--- src/rtl/tgarle_pkg.sv ---
// ----------------------------------------------------------------------------
// tgarle_pkg
// Shared types, constants and helpers of the TGA run-length pixel decoder.
// ----------------------------------------------------------------------------
package tgarle_pkg;

    localparam int BYTE_W     = 8;
    localparam int BPP_W      = 3;
    localparam int PIXCNT_W   = 24;
    localparam int PIXEL_W    = 32;
    localparam int REPEAT_W   = 8;
    localparam int BIP_W      = 2;
    localparam int CFG_ADDR_W = 1;
    localparam int CFG_DATA_W = PIXCNT_W;
    localparam int S_TDATA_W  = 8;
    localparam int M_TDATA_W  = 40;

    // register indexes
    localparam logic [CFG_ADDR_W-1:0] REG_BYTES_PER_PIXEL = 1'b0;
    localparam logic [CFG_ADDR_W-1:0] REG_PIXEL_COUNT     = 1'b1;

    localparam logic [BPP_W-1:0]    BPP_RESET    = 3'd3;
    localparam logic [PIXCNT_W-1:0] PIXCNT_RESET = 24'd1;

    // packet header decode
    localparam logic [BYTE_W-1:0] RUN_FLAG_MIN = 8'd128;
    localparam logic [BYTE_W-1:0] RUN_BIAS     = 8'd127;

    typedef struct packed {
        logic              valid;
        logic [BYTE_W-1:0] data;
        logic              sof;
    } t_in_beat;

    typedef struct packed {
        logic [PIXEL_W-1:0]  pixel_value;
        logic [REPEAT_W-1:0] repeat_res;
        logic                last_of_image;
        logic                overrun;
    } t_result;

    // effective pixel size: 0 acts as 1, 5..7 act as 4
    function automatic logic [BPP_W-1:0] pixel_size(input logic [BPP_W-1:0] bpp);
        logic [BPP_W-1:0] s;
        if (bpp == 3'd0) begin
            s = 3'd1;
        end else if (bpp > 3'd4) begin
            s = 3'd4;
        end else begin
            s = bpp;
        end
        return s;
    endfunction

endpackage

--- src/rtl/tga_rle_pixel_decoder_top.sv ---
// ----------------------------------------------------------------------------
// tga_rle_pixel_decoder_top
// TGA run-length pixel stream decoder, one coded byte per beat.
//
//  channel   dir  tdata                              tuser            tlast
//  s_axis    in   [7:0] stream_byte                  start_of_image   -
//  m_axis    out  [31:0] pixel_value,[39:32] repeat  overrun          last_of_image
//  cfg       in   0 bytes_per_pixel, 1 pixel_count   -                -
//
//  One byte per cycle sustained while the result side does not stall; a beat
//  passes through the input register, then is decoded into the result register.
//  Reset is synchronous; it clears the stream state and sets the registers
//  to 3 bytes per pixel and a count of 1.
//  A stalled result holds the decode stage; the input register still takes one beat.
// ----------------------------------------------------------------------------
module tga_rle_pixel_decoder_top (
    input  logic                                i_clk,
    input  logic                                i_rst_n,
    input  logic                                i_cfg_we,
    input  logic [tgarle_pkg::CFG_ADDR_W-1:0]   i_cfg_addr,
    input  logic [tgarle_pkg::CFG_DATA_W-1:0]   i_cfg_wdata,
    input  logic                                s_axis_tvalid,
    output logic                                s_axis_tready,
    input  logic [tgarle_pkg::S_TDATA_W-1:0]    s_axis_tdata,  // [7:0] stream_byte
    input  logic                                s_axis_tuser,  // [0] start_of_image
    output logic                                m_axis_tvalid,
    input  logic                                m_axis_tready,
    output logic [tgarle_pkg::M_TDATA_W-1:0]    m_axis_tdata,  // [31:0] pixel, [39:32] repeat
    output logic                                m_axis_tuser,  // [0] overrun
    output logic                                m_axis_tlast
);

    tgarle_pkg::t_in_beat beat;
    tgarle_pkg::t_result  res;
    logic                 take;

    tgarle_in_stage u_in (
        .i_clk   (i_clk),
        .i_rst_n (i_rst_n),
        .i_valid (s_axis_tvalid),
        .o_ready (s_axis_tready),
        .i_data  (s_axis_tdata[tgarle_pkg::BYTE_W-1:0]),
        .i_sof   (s_axis_tuser),
        .i_take  (take),
        .o_beat  (beat)
    );

    tgarle_core u_core (
        .i_clk       (i_clk),
        .i_rst_n     (i_rst_n),
        .i_cfg_we    (i_cfg_we),
        .i_cfg_addr  (i_cfg_addr),
        .i_cfg_wdata (i_cfg_wdata),
        .i_beat      (beat),
        .o_take      (take),
        .i_res_ready (m_axis_tready),
        .o_res_valid (m_axis_tvalid),
        .o_res       (res)
    );

    assign m_axis_tdata = {res.repeat_res, res.pixel_value};
    assign m_axis_tuser = res.overrun;
    assign m_axis_tlast = res.last_of_image;

endmodule

--- src/rtl/tgarle_in_stage.sv ---
// ----------------------------------------------------------------------------
// tgarle_in_stage
// Input register: holds one stream beat until the decode stage takes it.
// ----------------------------------------------------------------------------
module tgarle_in_stage (
    input  logic                              i_clk,
    input  logic                              i_rst_n,
    input  logic                              i_valid,
    output logic                              o_ready,
    input  logic [tgarle_pkg::BYTE_W-1:0]     i_data,
    input  logic                              i_sof,
    input  logic                              i_take,
    output tgarle_pkg::t_in_beat              o_beat
);

    logic                          r_valid;
    logic [tgarle_pkg::BYTE_W-1:0] r_data;
    logic                          r_sof;
    logic                          n_valid;
    logic                          load;

    assign o_ready = !r_valid || i_take;
    assign load    = i_valid && o_ready;

    always_comb begin
        n_valid = r_valid;
        if (load) begin
            n_valid = 1'b1;
        end else if (i_take) begin
            n_valid = 1'b0;
        end
    end

    always_ff @(posedge i_clk) begin
        if (!i_rst_n) begin
            r_valid <= 1'b0;
        end else begin
            r_valid <= n_valid;
        end
    end

    always_ff @(posedge i_clk) begin
        if (load) begin
            r_data <= i_data;
            r_sof  <= i_sof;
        end
    end

    assign o_beat.valid = r_valid;
    assign o_beat.data  = r_data;
    assign o_beat.sof   = r_sof;

endmodule

--- src/rtl/tgarle_core.sv ---
// ----------------------------------------------------------------------------
// tgarle_core
// Packet decode, pixel gather, image count and result register.
// ----------------------------------------------------------------------------
module tgarle_core (
    input  logic                                i_clk,
    input  logic                                i_rst_n,
    input  logic                                i_cfg_we,
    input  logic [tgarle_pkg::CFG_ADDR_W-1:0]   i_cfg_addr,
    input  logic [tgarle_pkg::CFG_DATA_W-1:0]   i_cfg_wdata,
    input  tgarle_pkg::t_in_beat                i_beat,
    output logic                                o_take,
    input  logic                                i_res_ready,
    output logic                                o_res_valid,
    output tgarle_pkg::t_result                 o_res
);

    localparam int PCW = tgarle_pkg::PIXCNT_W;
    localparam int RW  = tgarle_pkg::REPEAT_W;

    logic [tgarle_pkg::BPP_W-1:0]   r_bpp;
    logic [PCW-1:0]                 r_pixcnt;

    logic                           r_expect, n_expect;
    logic                           r_run, n_run;
    logic [RW-1:0]                  r_left, n_left;
    logic [tgarle_pkg::BIP_W-1:0]   r_bip, n_bip;
    logic [tgarle_pkg::PIXEL_W-1:0] r_gather, n_gather;
    logic [PCW-1:0]                 r_done, n_done;
    logic                           r_halt, n_halt;

    logic                           r_res_valid, n_res_valid;
    tgarle_pkg::t_result            r_res, n_res;

    logic                           c_expect, c_run, c_halt;
    logic [RW-1:0]                  c_left;
    logic [tgarle_pkg::BIP_W-1:0]   c_bip;
    logic [tgarle_pkg::PIXEL_W-1:0] c_gather;
    logic [PCW-1:0]                 c_done;

    logic [tgarle_pkg::PIXEL_W-1:0] gath;
    logic [tgarle_pkg::BIP_W-1:0]   bip_inc;
    logic [tgarle_pkg::BPP_W-1:0]   psize;
    logic                           complete;
    logic [RW-1:0]                  rep;
    logic [RW-1:0]                  left_after;
    logic                           rem_zero;
    logic [PCW-1:0]                 remaining;
    logic                           rep_gt;
    logic                           rep_ge;
    logic [RW-1:0]                  clipped;
    logic                           emit;

    assign o_take = i_beat.valid && (!r_res_valid || i_res_ready);

    always_ff @(posedge i_clk) begin
        if (!i_rst_n) begin
            r_bpp    <= tgarle_pkg::BPP_RESET;
            r_pixcnt <= tgarle_pkg::PIXCNT_RESET;
        end else if (i_cfg_we) begin
            case (i_cfg_addr)
                tgarle_pkg::REG_BYTES_PER_PIXEL: r_bpp    <= i_cfg_wdata[tgarle_pkg::BPP_W-1:0];
                tgarle_pkg::REG_PIXEL_COUNT:     r_pixcnt <= i_cfg_wdata;
                default: ;
            endcase
        end
    end

    // start of image clears the stream state ahead of this byte
    always_comb begin
        c_expect = i_beat.sof ? 1'b1 : r_expect;
        c_run    = i_beat.sof ? 1'b0 : r_run;
        c_left   = i_beat.sof ? '0   : r_left;
        c_bip    = i_beat.sof ? '0   : r_bip;
        c_gather = i_beat.sof ? '0   : r_gather;
        c_done   = i_beat.sof ? '0   : r_done;
        c_halt   = i_beat.sof ? 1'b0 : r_halt;
    end

    always_comb begin
        gath = c_gather;
        case (c_bip)
            2'd0: gath[7:0]   = c_gather[7:0]   | i_beat.data;
            2'd1: gath[15:8]  = c_gather[15:8]  | i_beat.data;
            2'd2: gath[23:16] = c_gather[23:16] | i_beat.data;
            2'd3: gath[31:24] = c_gather[31:24] | i_beat.data;
            default: gath = c_gather;
        endcase
    end

    assign bip_inc  = c_bip + 2'd1;
    assign psize    = tgarle_pkg::pixel_size(r_bpp);
    assign complete = (bip_inc == 2'd0) || ({1'b0, bip_inc} >= psize);

    assign rep        = c_run ? c_left : 8'd1;
    assign left_after = c_run ? 8'd0 : c_left - 8'd1;
    assign rem_zero   = !(r_pixcnt > c_done);
    assign remaining  = rem_zero ? '0 : r_pixcnt - c_done;
    assign rep_gt     = {{(PCW-RW){1'b0}}, rep} > remaining;
    assign rep_ge     = {{(PCW-RW){1'b0}}, rep} >= remaining;
    assign clipped    = rep_gt ? remaining[RW-1:0] : rep;

    always_comb begin
        n_expect = c_expect;
        n_run    = c_run;
        n_left   = c_left;
        n_bip    = c_bip;
        n_gather = c_gather;
        n_done   = c_done;
        n_halt   = c_halt;
        emit     = 1'b0;
        n_res    = r_res;
        if (!c_halt) begin
            if (c_expect) begin
                if (i_beat.data < tgarle_pkg::RUN_FLAG_MIN) begin
                    n_run  = 1'b0;
                    n_left = i_beat.data + 8'd1;
                end else begin
                    n_run  = 1'b1;
                    n_left = i_beat.data - tgarle_pkg::RUN_BIAS;
                end
                n_expect = 1'b0;
                n_bip    = '0;
                n_gather = '0;
            end else if (!complete) begin
                n_gather = gath;
                n_bip    = bip_inc;
            end else begin
                emit     = 1'b1;
                n_bip    = '0;
                n_gather = '0;
                n_left   = left_after;
                n_expect = (left_after == 8'd0);
                n_done   = c_done + {{(PCW-RW){1'b0}}, clipped};
                n_halt   = rep_ge;
                n_res.pixel_value   = gath;
                n_res.repeat_res    = clipped;
                n_res.last_of_image = rep_ge;
                n_res.overrun       = rep_gt || (rep_ge && (left_after != 8'd0));
            end
        end
    end

    always_comb begin
        n_res_valid = r_res_valid;
        if (o_take && emit) begin
            n_res_valid = 1'b1;
        end else if (i_res_ready) begin
            n_res_valid = 1'b0;
        end
    end

    always_ff @(posedge i_clk) begin
        if (!i_rst_n) begin
            r_expect    <= 1'b1;
            r_run       <= 1'b0;
            r_left      <= '0;
            r_bip       <= '0;
            r_gather    <= '0;
            r_done      <= '0;
            r_halt      <= 1'b0;
            r_res_valid <= 1'b0;
        end else begin
            if (o_take) begin
                r_expect <= n_expect;
                r_run    <= n_run;
                r_left   <= n_left;
                r_bip    <= n_bip;
                r_gather <= n_gather;
                r_done   <= n_done;
                r_halt   <= n_halt;
            end
            r_res_valid <= n_res_valid;
        end
    end

    always_ff @(posedge i_clk) begin
        if (o_take && emit) begin
            r_res <= n_res;
        end
    end

    assign o_res_valid = r_res_valid;
    assign o_res       = r_res;

endmodule

--- config.mk ---
export PLATFORM = sky130hd
export DESIGN_NAME = tga_rle_pixel_decoder_top
export DESIGN_NICKNAME = d
export VERILOG_FILES = /design/src/rtl/tgarle_pkg.sv /design/src/rtl/tga_rle_pixel_decoder_top.sv /design/src/rtl/tgarle_in_stage.sv /design/src/rtl/tgarle_core.sv
export SDC_FILE = /design/constraint.sdc
export NUM_CORES = 1
export LEC_CHECK = 0
export BUFFER_PORTS_ARGS = -buffer_cell sky130_fd_sc_hd__buf_4
export CORE_UTILIZATION = 55
export DETAILED_ROUTE_END_ITERATION = 12
export GPL_TIMING_DRIVEN = 0
export MAX_ROUTING_LAYER = met4
export PLACE_DENSITY = 0.75
export SYNTH_ARGS = -nofsm -noshare
export SYNTH_HDL_FRONTEND = slang
export SYNTH_SLANG_ARGS = --single-unit
--- constraint.sdc ---
create_clock -name i_clk -period 12.95 [get_ports i_clk]
set_input_delay 1.295 -clock i_clk [delete_from_list [all_inputs] [get_ports i_clk]]
set_output_delay 1.295 -clock i_clk [all_outputs]
set_load 0.02 [all_outputs]
==> results of run 1 <==
==> critical path: cells and delay by family (launching register included) <==
family	cells	cell delay (ns)
and+or+nand+nor	10	1.67
DFF	1	0.48
adders and majority gates	4	1.26
buffers and inverters	8	3.20
xor gates and xnor gates	1	0.15
AOI/OAI and AO/OA	13	3.33
==> cells in the mapped netlist (4+ instances only) <==
cell,instances
sky130_fd_sc_hd__o21bai_1,8
sky130_fd_sc_hd__a222oi_1,4
sky130_fd_sc_hd__or3_1,4
sky130_fd_sc_hd__o21ai_0,39
sky130_fd_sc_hd__nand2b_1,5
sky130_fd_sc_hd__clkbuf_1,47
sky130_fd_sc_hd__nor3b_1,4
sky130_fd_sc_hd__buf_2,7
sky130_fd_sc_hd__edfxtp_1,51
sky130_fd_sc_hd__a22o_1,32
sky130_fd_sc_hd__nor3_1,16
sky130_fd_sc_hd__nand3_1,20
sky130_fd_sc_hd__a21oi_1,45
sky130_fd_sc_hd__and2_1,18
sky130_fd_sc_hd__a22oi_1,41
sky130_fd_sc_hd__buf_1,12
sky130_fd_sc_hd__ha_1,49
sky130_fd_sc_hd__inv_1,36
sky130_fd_sc_hd__nor2_1,44
sky130_fd_sc_hd__dfxtp_1,98
sky130_fd_sc_hd__a31oi_1,8
sky130_fd_sc_hd__nand2_1,162
sky130_fd_sc_hd__nor2b_1,58
sky130_fd_sc_hd__a21boi_0,27
sky130_fd_sc_hd__nor4_1,5
sky130_fd_sc_hd__o211ai_1,16
sky130_fd_sc_hd__nand4_1,24
sky130_fd_sc_hd__xnor2_1,21
sky130_fd_sc_hd__a21o_1,12
sky130_fd_sc_hd__a211oi_1,8
sky130_fd_sc_hd__and3_1,8
sky130_fd_sc_hd__xor2_1,16
==> worst paths after layout <==
kind              slack [ns]                end        startpoint  cells after the start
setup / recovery        2.73  u_core.r_done[16]        u_in.r_sof                     36
hold / removal          0.46   u_core.r_done[7]  u_core.r_done[7]                      2
setup reg to reg        2.73  u_core.r_done[16]        u_in.r_sof                     36
hold reg to reg         0.46   u_core.r_done[7]  u_core.r_done[7]                      2
==> logic make-up after synthesis <==
logic type	count (synthesis)	synth area share [%]
AO/OA/AOI/OAI	277	22.4
buffers and inverters	103	4.50
adder cells (fa/ha/maj)	51	7.44
AND/OR/NAND/NOR	384	21.6
multiplexers	5	0.641
XOR/XNOR	37	3.69
flip-flops	149	39.8
==> state kept, by name, summed over array words and instances, names as in the netlist <==
signal	cells
u_core.o_res	42
u_core.o_res_valid	1
u_core.r_bip	2
u_core.r_bpp	3
u_core.r_done	24
u_core.r_expect	1
u_core.r_gather	32
u_core.r_halt	1
u_core.r_left	8
u_core.r_pixcnt	24
u_core.r_run	1
u_in.r_data	8
u_in.r_sof	1
u_in.r_valid	1
==> layer usage <==
layer | track usage, % | up-vias | part of all wire [%]
met3 | 5.65 | 31 | 7.3
met4 | 8.17 | 0 | 1.8
met5 | - | - | 0
met1 | 41.2 | 3725 | 46
li1 | - | 3832 | -
met2 | 45.6 | 327 | 45
==> where the power goes <==
part	internal [uW]	switching, uW	total [uW]
sequential	491	7.37	498
clock	295	195	489
combinational	77.0	128	205
total	863	330	1190
==> cell type report <==
| class | count | area, um2 |
|---|---|---|
| fill | 1339 | 5110 |
| multi-input combinational | 754 | 4890 |
| sequential | 149 | 3490 |
| timing repair buffer | 82 | 628 |
| clock buffer | 21 | 460 |
| tap | 211 | 264 |
| buffer | 66 | 258 |
| inverter | 37 | 139 |
| clock inverter | 11 | 126 |
==> metrics by stage <==
| step | utilization, % | area (um2) | power, uW | worst slack (ns) | cells |
|---|---|---|---|---|---|
| floorplan | - | 8780 | 651 | 5.57 | 1006 |
| global placement | 62.8 | 9650 | 705 | 3.13 | 1298 |
| detailed placement | 62.9 | 9680 | 706 | 3.08 | 1299 |
| CTS | 66.8 | 10300 | 1190 | 3.01 | 1331 |
| global route | 66.8 | 10300 | 1240 | 2.16 | 1331 |
| finish | 66.8 | 10300 | 1190 | 2.73 | 1331 |
==> flow_summary.html, run 1 <==
<table>
<tr><th>Metric</th><th>Value</th></tr>
<tr><th colspan="2">Drt</th></tr>
<tr><td>Vias per cell</td><td>around 5.9</td></tr>
<tr><td>Total number of vias</td><td>around 8k</td></tr>
<tr><td>Initial DRC count</td><td>~850</td></tr>
<tr><td>Antenna viol nets, final</td><td>0</td></tr>
<tr><td>Total routed wirelength</td><td>23300 um</td></tr>
<tr><td>Detailed-route wire length per cell</td><td>~18 um</td></tr>
<tr><td>First drt pass iteration count</td><td>5</td></tr>
<tr><td>Residual DRC</td><td>0</td></tr>
<tr><th colspan="2">STA</th></tr>
<tr><td>Largest clock skew in the final design</td><td>between 0.006 and 0.007 ns</td></tr>
<tr><td>Final setup violation count</td><td>0</td></tr>
<tr><td>Number of max-slew violations in the final report</td><td>0</td></tr>
<tr><td>Final Hold Vio Count</td><td>0</td></tr>
<tr><td>RSZ-0062 raised after global routing</td><td>false</td></tr>
<tr><td>Slew @ Worst Pin</td><td>~1.2 ns</td></tr>
<tr><td>Final period util</td><td>between 70% and 80%</td></tr>
<tr><td>Min Tclk post-route</td><td>10.22 ns</td></tr>
<tr><td>F_max</td><td>slightly below 100 MHz</td></tr>
<tr><td>Setup TNS</td><td>0 ns</td></tr>
<tr><td>Relative slew slack</td><td>roughly a fifth</td></tr>
<tr><td>Worst hold-check slack</td><td>~0.46 ns</td></tr>
<tr><th colspan="2">Cells and area</th></tr>
<tr><td>Syn-to-layout area delta</td><td>16.9%</td></tr>
<tr><td>Post-layout net count</td><td>1197</td></tr>
<tr><td>Antenna diodes</td><td>0</td></tr>
<tr><td>Leading cell types in the layout, fill and taps excluded</td><td>sky130_fd_sc_hd__nand2_1, sky130_fd_sc_hd__dfxtp_1, sky130_fd_sc_hd__buf_4</td></tr>
<tr><td>Most common cell after layout, fill and taps aside</td><td>sky130_fd_sc_hd__nand2_1</td></tr>
<tr><td>Share of post-route cells with drive strength above 1</td><td>12.2%</td></tr>
<tr><th colspan="2">Placed design</th></tr>
<tr><td>GPL Wtd Cong</td><td>about 0.92</td></tr>
<tr><td>Port Buffer Count</td><td>81</td></tr>
<tr><td>Post-detail-place hpwl</td><td>about 17000 um</td></tr>
<tr><th colspan="2">Run status</th></tr>
<tr><td>Run status</td><td>complete, no violations</td></tr>
<tr><th colspan="2">Synth</th></tr>
<tr><td>Seq cells post-synth</td><td>about 150</td></tr>
<tr><td>EDFF count, synth</td><td>a little over 50</td></tr>
<tr><td>Number of library cell types mapped by synthesis</td><td>73</td></tr>
<tr><td>Area share of the largest cell type after synthesis</td><td>22.3%</td></tr>
<tr><td>Share of synthesized registers carrying an async set or reset</td><td>0%</td></tr>
<tr><td>YS warnings</td><td>0</td></tr>
<tr><td>Post-Synthesis Cell Area</td><td>8780 um2</td></tr>
<tr><td>Total nets after synthesis</td><td>1096</td></tr>
<tr><td>Top flip-flop cell by instance count after synthesis</td><td>sky130_fd_sc_hd__dfxtp_1</td></tr>
<tr><td>Average cell area after synthesis</td><td>slightly below 9 um2</td></tr>
<tr><td>Biggest area consumer among synthesized cells</td><td>sky130_fd_sc_hd__dfxtp_1</td></tr>
<tr><td>Cell types occupying the most area after synthesis</td><td>sky130_fd_sc_hd__dfxtp_1, sky130_fd_sc_hd__edfxtp_1, sky130_fd_sc_hd__ha_1, sky130_fd_sc_hd__nand2_1, sky130_fd_sc_hd__nor2b_1</td></tr>
<tr><td>Post-Synthesis Cells</td><td>1006</td></tr>
<tr><td>Fraction of the yosys area taken by sequential cells</td><td>roughly 40%</td></tr>
<tr><th colspan="2">Clocking</th></tr>
<tr><td>Clock sink count</td><td>roughly 150</td></tr>
<tr><td>CTS clock-pin slew for the worst setup and hold paths</td><td>about 0.060 ns</td></tr>
<tr><td>TritonCTS clock tree</td><td>built</td></tr>
<tr><td>Count of H-tree levels built during CTS</td><td>4</td></tr>
<tr><td>Post-cts hold buffer count</td><td>0</td></tr>
<tr><td>Setup Fix Bufs, Post-CTS</td><td>0</td></tr>
<tr><td>Root buffer selected by CTS</td><td>sky130_fd_sc_hd__clkbuf_16</td></tr>
<tr><td>Total clock buffers created by CTS</td><td>17</td></tr>
<tr><td>Quantity of gates resized following cts</td><td>0</td></tr>
<tr><td>Longest Clk Path Bufs</td><td>2</td></tr>
<tr><td>Latest clock arrival within the worst-skew pair</td><td>0.42 ns</td></tr>
<tr><th colspan="2">Global routing</th></tr>
<tr><td>Remaining global-route overflow</td><td>0</td></tr>
<tr><td>Antenna violations before repair</td><td>0</td></tr>
<tr><td>Global-route wire length before repair</td><td>between 30000 and 40000 um</td></tr>
<tr><td>Maximum number of pins on one net before global-route repair</td><td>32</td></tr>
<tr><td>Number of global-route vias before repair</td><td>7301</td></tr>
<tr><td>Global-route usage over all layers</td><td>a little under a third</td></tr>
<tr><th colspan="2">Critical path</th></tr>
<tr><td>Slowest cell delay on critical path</td><td>around 0.61 ns</td></tr>
<tr><td>Start-to-end type of the worst setup path</td><td>reg -&gt; reg</td></tr>
<tr><td>WP data arrival</td><td>around 11 ns</td></tr>
<tr><td>Setup crit end kind</td><td>register</td></tr>
<tr><td>Kind of start point of the critical path</td><td>register</td></tr>
<tr><td>WP data required</td><td>approximately 13 ns</td></tr>
<tr><td>Highest net fanout along the worst path</td><td>10</td></tr>
<tr><td>CP max-delay cell</td><td>sky130_fd_sc_hd__buf_1</td></tr>
<tr><th colspan="2">Die</th></tr>
<tr><td>Die X</td><td>approximately 130 um</td></tr>
<tr><td>Row Count</td><td>45</td></tr>
<tr><td>Die Span Y</td><td>between 100 and 150 um</td></tr>
<tr><td>Total die area</td><td>16500 um2</td></tr>
<tr><td>Core area</td><td>between 15000 and 20000 um2</td></tr>
<tr><td>Initial standard-cell utilization of the core</td><td>57.1%</td></tr>
<tr><td>Boundary Pins</td><td>83</td></tr>
<tr><th colspan="2">Run</th></tr>
<tr><td>Max-cap check violation count</td><td>0</td></tr>
<tr><th colspan="2">Power and ir drop</th></tr>
<tr><td>Standby leakage power</td><td>approximately 0.0042 uW</td></tr>
<tr><td>Pwr dens</td><td>roughly 120 nW/um2</td></tr>
<tr><td>IR Drop Worst-Case VDD</td><td>0.000125 V</td></tr>
<tr><th colspan="2">Min path</th></tr>
<tr><td>Worst min-delay path category</td><td>reg -&gt; reg</td></tr>
</table>
(Power assumes the default switching activity.)
==> run 2: changes to the inputs <==
--- a/config.mk
+++ b/config.mk
@@ -6,11 +6,11 @@
 export NUM_CORES = 1
 export LEC_CHECK = 0
 export BUFFER_PORTS_ARGS = -buffer_cell sky130_fd_sc_hd__buf_4
-export CORE_UTILIZATION = 55
+export CORE_UTILIZATION = 54
 export DETAILED_ROUTE_END_ITERATION = 12
 export GPL_TIMING_DRIVEN = 0
 export MAX_ROUTING_LAYER = met4
-export PLACE_DENSITY = 0.75
+export PLACE_DENSITY = 0.77
 export SYNTH_ARGS = -nofsm -noshare
 export SYNTH_HDL_FRONTEND = slang
 export SYNTH_SLANG_ARGS = --single-unit
==> constraint.sdc (replaced) <==
create_clock -name i_clk -period 8.61 [get_ports i_clk]
set_input_delay 0.861 -clock i_clk [delete_from_list [all_inputs] [get_ports i_clk]]
set_output_delay 0.861 -clock i_clk [all_outputs]
set_load 0.02 [all_outputs]
==> run 2 against run 1 <==
Effect of this change: cell count up 0.15%; utilization shrank 2.1 points; worst hold slack got worse by 0.0074 ns; maximum frequency is 28% higher; via count up 0.72%; sequential cell count is the same; clock power rose by 48%.
==> flow_summary.html, run 2 (same netlist as run 1, synthesis figures left out) <==
<table>
<tr><th>Metric</th><th>Value</th></tr>
<tr><th colspan="2">Global routing</th></tr>
<tr><td>Number of global-route vias before repair</td><td>7309 (was 7301)</td></tr>
<tr><td>Antenna violations before repair</td><td>0 (unchanged)</td></tr>
<tr><td>Maximum number of pins on one net before global-route repair</td><td>34 (was 32)</td></tr>
<tr><td>Remaining global-route overflow</td><td>0 (unchanged)</td></tr>
<tr><td>Global-route wire length before repair</td><td>37200 um (was 36900 um)</td></tr>
<tr><td>Global-route usage over all layers</td><td>29.8% (was 30.1%)</td></tr>
<tr><th colspan="2">Critical path</th></tr>
<tr><td>Setup slack of the worst register-to-register path</td><td>0.60 ns (was 2.73 ns)</td></tr>
<tr><td>Start-to-end type of the worst setup path</td><td>reg -&gt; reg (unchanged)</td></tr>
<tr><td>Slowest cell delay on critical path</td><td>0.49 ns (was 0.61 ns)</td></tr>
<tr><td>Capturing point of the worst reg2reg path</td><td>u_core.r_done[16] (unchanged)</td></tr>
<tr><td>WP data arrival</td><td>8.34 ns (was 10.54 ns)</td></tr>
<tr><td>Worst R2R Start</td><td>u_in.r_sof (unchanged)</td></tr>
<tr><td>Kind of start point of the critical path</td><td>register (unchanged)</td></tr>
<tr><td>Setup crit end kind</td><td>register (unchanged)</td></tr>
<tr><td>Worst r2r path cells</td><td>35 (was 36)</td></tr>
<tr><td>Highest net fanout along the worst path</td><td>18 (was 10)</td></tr>
<tr><td>WP data required</td><td>8.94 ns (was 13.27 ns)</td></tr>
<tr><td>CP max-delay cell</td><td>sky130_fd_sc_hd__edfxtp_1 (was sky130_fd_sc_hd__buf_1)</td></tr>
<tr><th colspan="2">Clocking</th></tr>
<tr><td>TritonCTS clock tree</td><td>built (unchanged)</td></tr>
<tr><td>CTS clock-pin slew for the worst setup and hold paths</td><td>0.07 ns (was 0.06 ns)</td></tr>
<tr><td>Setup Fix Bufs, Post-CTS</td><td>0 (unchanged)</td></tr>
<tr><td>Longest Clk Path Bufs</td><td>2 (unchanged)</td></tr>
<tr><td>Total clock buffers created by CTS</td><td>17 (unchanged)</td></tr>
<tr><td>Count of H-tree levels built during CTS</td><td>4 (unchanged)</td></tr>
<tr><td>Root buffer selected by CTS</td><td>sky130_fd_sc_hd__clkbuf_16 (unchanged)</td></tr>
<tr><td>Latest clock arrival within the worst-skew pair</td><td>0.43 ns (was 0.42 ns)</td></tr>
<tr><td>Clock sink count</td><td>149 (unchanged)</td></tr>
<tr><th colspan="2">STA</th></tr>
<tr><td>Final Hold Vio Count</td><td>0 (unchanged)</td></tr>
<tr><td>Final period util</td><td>93.1% (was 78.9%)</td></tr>
<tr><td>Number of max-slew violations in the final report</td><td>0 (unchanged)</td></tr>
<tr><td>Slew @ Worst Pin</td><td>1.08 ns (was 1.18 ns)</td></tr>
<tr><td>Min Tclk post-route</td><td>8.01 ns (was 10.22 ns)</td></tr>
<tr><td>RSZ-0062 raised after global routing</td><td>false (unchanged)</td></tr>
<tr><td>F_max</td><td>125 MHz (was 97.8 MHz)</td></tr>
<tr><td>Final setup violation count</td><td>0 (unchanged)</td></tr>
<tr><td>Relative slew slack</td><td>27.7% (was 21.1%)</td></tr>
<tr><td>Largest clock skew in the final design</td><td>0.0118 ns (was 0.00699 ns)</td></tr>
<tr><th colspan="2">Die</th></tr>
<tr><td>Die Span Y</td><td>130 um (was 128 um)</td></tr>
<tr><td>Initial standard-cell utilization of the core</td><td>55.3% (was 57.1%)</td></tr>
<tr><td>Core area</td><td>15900 um2 (was 15400 um2)</td></tr>
<tr><td>Die X</td><td>130 um (was 128 um)</td></tr>
<tr><td>Total die area</td><td>16800 um2 (was 16500 um2)</td></tr>
<tr><td>Boundary Pins</td><td>83 (unchanged)</td></tr>
<tr><td>Row Count</td><td>46 (was 45)</td></tr>
<tr><th colspan="2">Run status</th></tr>
<tr><td>Run status</td><td>complete, no violations (unchanged)</td></tr>
<tr><th colspan="2">Cells and area</th></tr>
<tr><td>Leading cell types in the layout, fill and taps excluded</td><td>sky130_fd_sc_hd__nand2_1, sky130_fd_sc_hd__dfxtp_1, sky130_fd_sc_hd__buf_4 (unchanged)</td></tr>
<tr><td>Final std cells w/o fill</td><td>1333 (was 1331)</td></tr>
<tr><td>Post-route cell area</td><td>10300 um2 (about the same)</td></tr>
<tr><td>Syn-to-layout area delta</td><td>17.0% (was 16.9%)</td></tr>
<tr><td>Share of post-route cells with drive strength above 1</td><td>13.2% (was 12.2%)</td></tr>
<tr><td>Post-layout net count</td><td>1194 (was 1197)</td></tr>
<tr><td>Most common cell after layout, fill and taps aside</td><td>sky130_fd_sc_hd__nand2_1 (unchanged)</td></tr>
<tr><td>Number of fill cells</td><td>1361 (was 1339)</td></tr>
<tr><td>Antenna diodes</td><td>0 (unchanged)</td></tr>
<tr><td>Final Core Density</td><td>64.7% (was 66.8%)</td></tr>
<tr><td>Number of flip-flops under the largest register name</td><td>42 (unchanged)</td></tr>
<tr><th colspan="2">Drt</th></tr>
<tr><td>Residual DRC</td><td>0 (unchanged)</td></tr>
<tr><td>Total number of vias</td><td>7972 (was 7915)</td></tr>
<tr><td>Initial DRC count</td><td>710 (was 848)</td></tr>
<tr><td>First drt pass iteration count</td><td>5 (unchanged)</td></tr>
<tr><td>Detailed-route wire length per cell</td><td>17.7 um (was 17.5 um)</td></tr>
<tr><td>Total routed wirelength</td><td>23600 um (was 23300 um)</td></tr>
<tr><td>Antenna viol nets, final</td><td>0 (unchanged)</td></tr>
<tr><td>Vias per cell</td><td>5.98 (was 5.95)</td></tr>
<tr><th colspan="2">Power and ir drop</th></tr>
<tr><td>Switch share</td><td>28.9% (was 27.6%)</td></tr>
<tr><td>Standby leakage power</td><td>0.00425 uW (was 0.00424 uW)</td></tr>
<tr><td>P_sw</td><td>516 uW (was 330 uW)</td></tr>
<tr><td>Pint</td><td>1270 uW (was 863 uW)</td></tr>
<tr><td>Pwr dens</td><td>173 nW/um2 (was 116 nW/um2)</td></tr>
<tr><td>IR Drop Worst-Case VDD</td><td>0.000148 V (was 0.000125 V)</td></tr>
<tr><td>Clock network fraction of total power</td><td>40.6% (was 41.0%)</td></tr>
<tr><td>Gate power share</td><td>17.4% (was 17.2%)</td></tr>
<tr><td>Share of total power in sequential cells</td><td>42.0% (was 41.8%)</td></tr>
<tr><th colspan="2">Placed design</th></tr>
<tr><td>Port Buffer Count</td><td>81 (unchanged)</td></tr>
<tr><td>Post-placement cell count</td><td>1304 (was 1299)</td></tr>
<tr><td>Placement-stage cell area</td><td>9680 um2 (about the same)</td></tr>
<tr><td>Post-detail-place hpwl</td><td>17600 um (was 17500 um)</td></tr>
<tr><td>GPL Wtd Cong</td><td>0.937 (was 0.921)</td></tr>
<tr><th colspan="2">Min path</th></tr>
<tr><td>Launch instance of the worst min-delay path</td><td>u_core.r_done[7] (unchanged)</td></tr>
<tr><td>WHS Endpoint</td><td>u_core.r_done[7] (unchanged)</td></tr>
<tr><td>Depth of the worst hold-timing path</td><td>2 (unchanged)</td></tr>
<tr><td>Worst min-delay path category</td><td>reg -&gt; reg (unchanged)</td></tr>
<tr><th colspan="2">Run</th></tr>
<tr><td>Max-cap check violation count</td><td>0 (unchanged)</td></tr>
</table>
==> run 2: metrics by stage <==
step / TNS (ns) / hold WS, ns / power (uW) / setup WS [ns]
after floorplan: 0 / 0.430 / 979 / 1.23
after CTS: 0 / 0.455 / 1780 / 0.0206
after global routing: 0 / 0.478 / 1840 / 0.0912
after detailed placement: -17.85 / 0.445 / 1060 / -1.38
after global placement: -15.72 / 0.441 / 1060 / -1.22
final: 0 / 0.455 / 1780 / 0.598
==> run 2: area by class of cell <==
type / instances / area [um2] / share of cell area (%)
Tap cell: 216 / 270 / 2.63
Buffer: 63 / 259 / 2.52
Clock inverter: 12 / 119 / 1.16
Clock buffer: 20 / 447 / 4.35
Multi-Input combinational cell: 754 / 4920 / 47.9
Inverter: 37 / 140 / 1.36
Timing Repair Buffer: 82 / 628 / 6.11
Sequential cell: 149 / 3490 / 34.0
==> run 2: worst max-delay path by stage <==
stage / slack, ns / end / startpoint / depth (start not counted)
floorplan: 1.23 / u_core.r_done[16] / u_in.r_sof / 37
global placement: -1.22 / u_core.r_done[16] / u_in.r_sof / 36
detailed placement: -1.38 / u_core.r_done[16] / u_in.r_sof / 36
CTS: 0.02 / u_core.r_done[16] / u_in.r_sof / 36
global route: 0.09 / u_core.r_done[16] / u_in.r_sof / 36
finish: 0.60 / u_core.r_done[16] / u_in.r_sof / 35
==> run 2: critical path: cells and delay by family, from the launching register on <==
family                     cells  cell delay, ns
AOI/OAI and AO/OA             13            2.73
buffers and inverters          7            1.85
and+or+nand+nor               10            1.44
adders and majority gates      4            1.25
DFF                            1            0.49
xor gates and xnor gates       1            0.14
==> run 2: power by group through the flow <==
stage	sequential [uW]	combinational (uW)	clock [uW]
after global routing	750	341	753
after global placement	764	295	0
after detailed placement	764	298	0
after floorplan	760	219	0
after CTS	749	302	725
final	749	311	723
==> run 2: routing by layer <==
metal | track usage (%) | vias up | part of all wire (%)
met5 | - | - | 0
met3 | 4.50 | 54 | 5.5
li1 | - | 3830 | -
met1 | 39.1 | 3794 | 45
met2 | 45.8 | 294 | 46
met4 | 12.9 | 0 | 3.4
==> run 2: timing repair <==
item	CTS	global route
hold endpoints to repair	0	0
pin swaps	0	1
hold buffers	0	0
resized for setup	7	10
setup endpoints to repair	20	17
